===== config.mk =====
export PLATFORM = sky130hd
export DESIGN_NAME = sdpo_ctrl
export DESIGN_NICKNAME = d
export VERILOG_FILES = /design/src/rtl/sdpo_pkg.sv /design/src/rtl/sdpo_ctrl.sv
export VERILOG_INCLUDE_DIRS = /design/src /design/src/rtl
export SDC_FILE = /design/constraint.sdc
export NUM_CORES = 1
export LEC_CHECK = 0
export ABC_AREA = 1
export BUFFER_PORTS_ARGS = -buffer_cell sky130_fd_sc_hd__buf_2
export CAP_MARGIN = 20
export CORE_AREA = 4 4 41 43
export CTS_BUF_LIST = sky130_fd_sc_hd__clkbuf_2 sky130_fd_sc_hd__clkbuf_4 sky130_fd_sc_hd__clkbuf_8
export CTS_CLUSTER_SIZE = 25
export DETAILED_ROUTE_END_ITERATION = 7
export DIE_AREA = 0 0 45 47
export PLACE_DENSITY_LB_ADDON = 0.3
export REMOVE_ABC_BUFFERS = 1
export SLEW_MARGIN = 20
export SYNTH_ARGS = -nofsm -noshare
export SYNTH_HDL_FRONTEND = slang
export SYNTH_SLANG_ARGS = --single-unit

===== constraint.sdc =====
create_clock -name clock -period 0.9 [get_ports clock]
set_input_delay 0.18 -clock clock [delete_from_list [all_inputs] [get_ports clock]]
set_output_delay 0.18 -clock clock [all_outputs]
set_load 0.005 [all_outputs]

===== src/rtl/screlu_dot_product_output_macros.svh =====
// ----------------------------------------------------------------------------
// screlu dot product output assertion macros
// shared property templates for the block's concurrent checks
// ----------------------------------------------------------------------------
`ifndef SCRELU_DOT_PRODUCT_OUTPUT_MACROS_SVH
`define SCRELU_DOT_PRODUCT_OUTPUT_MACROS_SVH

// same-cycle implication
`define SDPO_ASSERT_SAME(label, clk, rst, ante, cons, msg) \
   label: assert property (@(posedge clk) disable iff (rst) (ante) |-> (cons)) \
      else $error(msg);

// next-cycle implication
`define SDPO_ASSERT_NEXT(label, clk, rst, ante, cons, msg) \
   label: assert property (@(posedge clk) disable iff (rst) (ante) |=> (cons)) \
      else $error(msg);

`endif


===== src/rtl/sdpo_pkg.sv =====
// ----------------------------------------------------------------------------
// sdpo_pkg
// types and constants shared by the screlu output layer modules
// ----------------------------------------------------------------------------
`default_nettype none

package sdpo_pkg;

   localparam int CSR_IDX_W  = 2;
   localparam int CSR_DATA_W = 32;

   localparam int DIV_W   = 48;
   localparam int DVS_W   = 26;
   localparam int DIV_CNT_W = 6;

   localparam logic [14:0] CLAMP_MAX_RESET    = 15'd255;
   localparam logic [10:0] BIAS_QUANT_RESET   = 11'd64;
   localparam logic [12:0] OUTPUT_SCALE_RESET = 13'd400;
   localparam logic [31:0] OUTPUT_BIAS_RESET  = 32'd0;

   localparam logic SEL_SUM    = 1'b0;
   localparam logic SEL_SCALED = 1'b1;

   typedef enum logic [1:0] {
      CSR_CLAMP_MAX    = 2'd0,
      CSR_BIAS_QUANT   = 2'd1,
      CSR_OUTPUT_SCALE = 2'd2,
      CSR_OUTPUT_BIAS  = 2'd3
   } csr_index_type;

   typedef enum logic [2:0] {
      ST_ACCUM,
      ST_DRAIN,
      ST_DIV1,
      ST_SCALE,
      ST_START2,
      ST_DIV2
   } state_type;

   typedef struct packed {
      logic accept;
      logic clear_sum;
      logic div_start;
      logic div_sel;
      logic load_t1;
      logic load_t2;
      logic load_out;
   } cmd_type;

   typedef struct packed {
      logic pipe_empty;
      logic div_busy;
   } status_type;

endpackage

`default_nettype wire


===== src/rtl/sdpo_ctrl.sv =====
// ----------------------------------------------------------------------------
// sdpo_ctrl
// sequencer for accumulation, drain, the two divisions and result hand-off
// ----------------------------------------------------------------------------
`default_nettype none

`include "screlu_dot_product_output_macros.svh"

module sdpo_ctrl (
   input  wire logic                  clock,
   input  wire logic                  reset,
   input  wire logic                  req_valid,
   output logic                       req_ready,
   input  wire logic                  req_last,
   output logic                       rsp_valid,
   input  wire logic                  rsp_ready,
   output sdpo_pkg::cmd_type          cmd,
   input  wire sdpo_pkg::status_type  status
);

   sdpo_pkg::state_type state_ff, state_in;
   logic                rsp_valid_ff, rsp_valid_in;
   logic                out_free;

   assign out_free = ~rsp_valid_ff | rsp_ready;

   always_ff @(posedge clock) begin
      if (reset) begin
         state_ff     <= sdpo_pkg::ST_ACCUM;
         rsp_valid_ff <= 1'b0;
      end else begin
         state_ff     <= state_in;
         rsp_valid_ff <= rsp_valid_in;
      end
   end

   always_comb begin
      state_in  = state_ff;
      req_ready = 1'b0;
      cmd       = '0;
      cmd.div_sel = sdpo_pkg::SEL_SUM;
      case (state_ff)
         sdpo_pkg::ST_ACCUM: begin
            req_ready  = 1'b1;
            cmd.accept = req_valid;
            if (req_valid && req_last) begin
               state_in = sdpo_pkg::ST_DRAIN;
            end
         end
         sdpo_pkg::ST_DRAIN: begin
            if (status.pipe_empty) begin
               cmd.div_start = 1'b1;
               cmd.clear_sum = 1'b1;
               state_in      = sdpo_pkg::ST_DIV1;
            end
         end
         sdpo_pkg::ST_DIV1: begin
            if (!status.div_busy) begin
               cmd.load_t1 = 1'b1;
               state_in    = sdpo_pkg::ST_SCALE;
            end
         end
         sdpo_pkg::ST_SCALE: begin
            cmd.load_t2 = 1'b1;
            state_in    = sdpo_pkg::ST_START2;
         end
         sdpo_pkg::ST_START2: begin
            cmd.div_sel   = sdpo_pkg::SEL_SCALED;
            cmd.div_start = 1'b1;
            state_in      = sdpo_pkg::ST_DIV2;
         end
         sdpo_pkg::ST_DIV2: begin
            if (!status.div_busy && out_free) begin
               cmd.load_out = 1'b1;
               state_in     = sdpo_pkg::ST_ACCUM;
            end
         end
         default: begin
            state_in = sdpo_pkg::ST_ACCUM;
         end
      endcase
   end

   always_comb begin
      rsp_valid_in = rsp_valid_ff;
      if (cmd.load_out) begin
         rsp_valid_in = 1'b1;
      end else if (rsp_ready) begin
         rsp_valid_in = 1'b0;
      end
   end

   assign rsp_valid = rsp_valid_ff;

   `SDPO_ASSERT_NEXT(a_last_stops_input, clock, reset,
      req_valid && req_ready && req_last, !req_ready, "input open after last transfer")
   `SDPO_ASSERT_SAME(a_div_start_idle, clock, reset,
      cmd.div_start, !status.div_busy, "divider restarted while busy")
   `SDPO_ASSERT_SAME(a_load_out_free, clock, reset,
      cmd.load_out, out_free, "result overwritten before transfer")
   `SDPO_ASSERT_SAME(a_result_back_to_accum, clock, reset,
      $rose(rsp_valid_ff), state_ff == sdpo_pkg::ST_ACCUM, "result raised outside accumulation")

endmodule

`default_nettype wire


==> qor.yml <==
grtUsageTotal: 0.104
drt-pass1-iter-count: 4
setup_violations: 12
n_antenna_cell: 0
antenna_found_initial: 0
p_sw_frac: 0.428
regArea_sq_um: 91.3
status: "finished with violations"
worstSetupPathType: "reg -> out"
vias_per_cell: 4.32
min_period_ns: 1.21
hold_buffers: 0
ys_seq_area_frac: 0.272
layout-drive-gt1-share: 0.610
p_int_w: 0.000754
finalSetupTns_ns: -2.79
multi_input_area_sq_um: 209
io-pin-count: 16
path_clk_slew_ns: 0.03
worstSkewPairLatency_ns: 0.24
cts_sinks: 4
numCtsBuffers: 3
ant_nets: 0
portBuffers: 15
slew_headroom: 0.868
grt_pass1_vias: 376
grt_pass1_wl_um: 1550
worstHoldPathType: "in -> reg"
synth.ff_latch_count: 4
setup_ws_ns: -0.313
core-area_sq_um: 1300
worstPathMaxFanout: 4
critical_path_arrival_ns: 1.03
fin_util: 0.420
seqPwrFrac: 0.268
vdd_drop_max_mv: 0.976
grt-ovfl-total: 0
die-area_sq_um: 2120
placed_cells: 83
dp_slack_ns: -0.221
slew_violations: 0
clockRootBuffer: "clkbuf_4"
syn_area_per_cell_sq_um: 5.77
rows: 13
die_w_um: 45
yosysUniqueCellTypes: 15
drc: 0
die_h_um: 47
htree_levels: 1
max_freq_mhz: 825
violations: "setup timing"
drt-initial-drc-count: 5
grt_max_degree: 8
cts_tree: "yes"
area_delta_synth_final_pct: 86.0
fin_nets: 86
max_slew.worst_pin.slew_ns: 0.197
finalCritPeriodShare: 1.35
cp.required_ns: 0.72
synthCells: 51
clockBufferDepth: 2
instances_no_fill: 92
drt-total-wl_um: 901
ys_warn_count: 0
power_density_nw_per_um2: 2410
cp-start-kind: "flip-flop"
start_util: 0.226
power_frac_clock: 0.170
clock_skew_ns: 0.00369
power_frac_comb: 0.562
vias: 397
gp_congestion: 0.748
netlist_area_sq_um: 294
dpl.hpwl_um: 616
hold_viol: 0
cap_violations: 0
end_kind: "output port"
fill_cells: 150
p_switching_w: 0.000563
rsz0062_at_grt: "yes"
cellLeakagePower_nw: 0.298
wire_per_inst_um: 9.79
==> worst max-delay path, stage by stage (launching register included) <==
cell and delay (ns):
dfxtp_4 0.36, nor2_4 0.15, and3_2 0.18, buf_2 0.11
==> state kept, by name, indices dropped and copies added, names as in the netlist <==
| signal | count |
|---|---|
| state_ff | 3 |
| rsp_valid | 1 |
==> cell usage after synthesis, drive strengths merged <==
cell	n	area, sq um
buf	1	7.51
and3	1	7.51
inv	12	45.0
nand2	12	50.1
a31oi	1	6.26
a21oi	1	5.00
nor2	9	38.8
dfxtp	4	80.1
o21ai	3	15.0
nor4	1	6.26
nand4	2	12.5
nand3	4	20.0
==> through the flow <==
step                area (sq um)  hold WS, ns  power [W]
global route                 547        0.106    0.00144
detailed placement           403        0.360   0.000796
floorplan                    287        0.249   0.000614
CTS                          475        0.100    0.00114
global placement             403        0.356   0.000793
finish                       547        0.106    0.00132
==> cell usage in the layout (no fill, tap or decap) <==
master and instances:
a21oi_1 1, clkbuf_4 3, buf_2 15, dfxtp_4 3, a31oi_1 1, o21ai_0 2, nand2_1 7, nand2_2 4
inv_2 2, nor2_2 2, o21ai_1 1, nor4_1 1, nor2_4 4, inv_1 8, buf_6 2, nand4_1 2
nor2_1 3, and3_2 1, inv_6 2, nand3_1 3, nand2_4 1, nand3_2 1, dfxtp_1 1, buf_4 7
==> metal layers <==
layer	up-vias	GRT usage	share of wire
met5	-	0	0
met4	0	0.0351	0.0067
met3	2	0.0575	0.11
met2	21	0.147	0.46
met1	164	0.132	0.42
li1	210	-	-
==> kinds of logic after synthesis <==
kind of cell           count (synthesis)  synth area share
buffers and inverters                 13             0.179
and+or+nand+nor                       29             0.460
AOI/OAI and AO/OA                      5            0.0893
DFF                                    4             0.272
==> layout make-up <==
type / instances / share of cell area
multi-input cells: 34 / 0.382
repair buffers: 24 / 0.275
flip-flops and latches: 4 / 0.167
inverters: 12 / 0.101
clock buffers: 3 / 0.0412
well taps: 15 / 0.0343
==> repair_timing <==
action / 4_1_cts / 5_1_grt
cloned: 0 / 0
setup endpoints to repair: 12 / 12
resized for setup: 15 / 14
pin swaps: 6 / 9
buffers inserted: 2 / 4
==> final timing paths <==
check | from | end | slack (ns) | cells after the start
setup / recovery | state_ff[1] | cmd[6] | -0.31 | 3
hold reg to reg | rsp_valid | rsp_valid | 0.57 | 4
hold / removal | reset | state_ff[2] | 0.11 | 2
setup reg to reg | state_ff[1] | state_ff[1] | -0.20 | 7
==> power by group through the flow <==
stage | combinational, W | clock, W | sequential [W]
4_1_cts | 0.000594 | 0.000234 | 0.000312
2_1_floorplan | 0.000342 | 0 | 0.000272
5_1_grt | 0.000824 | 0.000250 | 0.000364
3_3_place_gp | 0.000512 | 0 | 0.000281
6_report | 0.000740 | 0.000223 | 0.000353
3_5_place_dp | 0.000512 | 0 | 0.000284
Note: power is estimated with default switching activity, not from simulation.
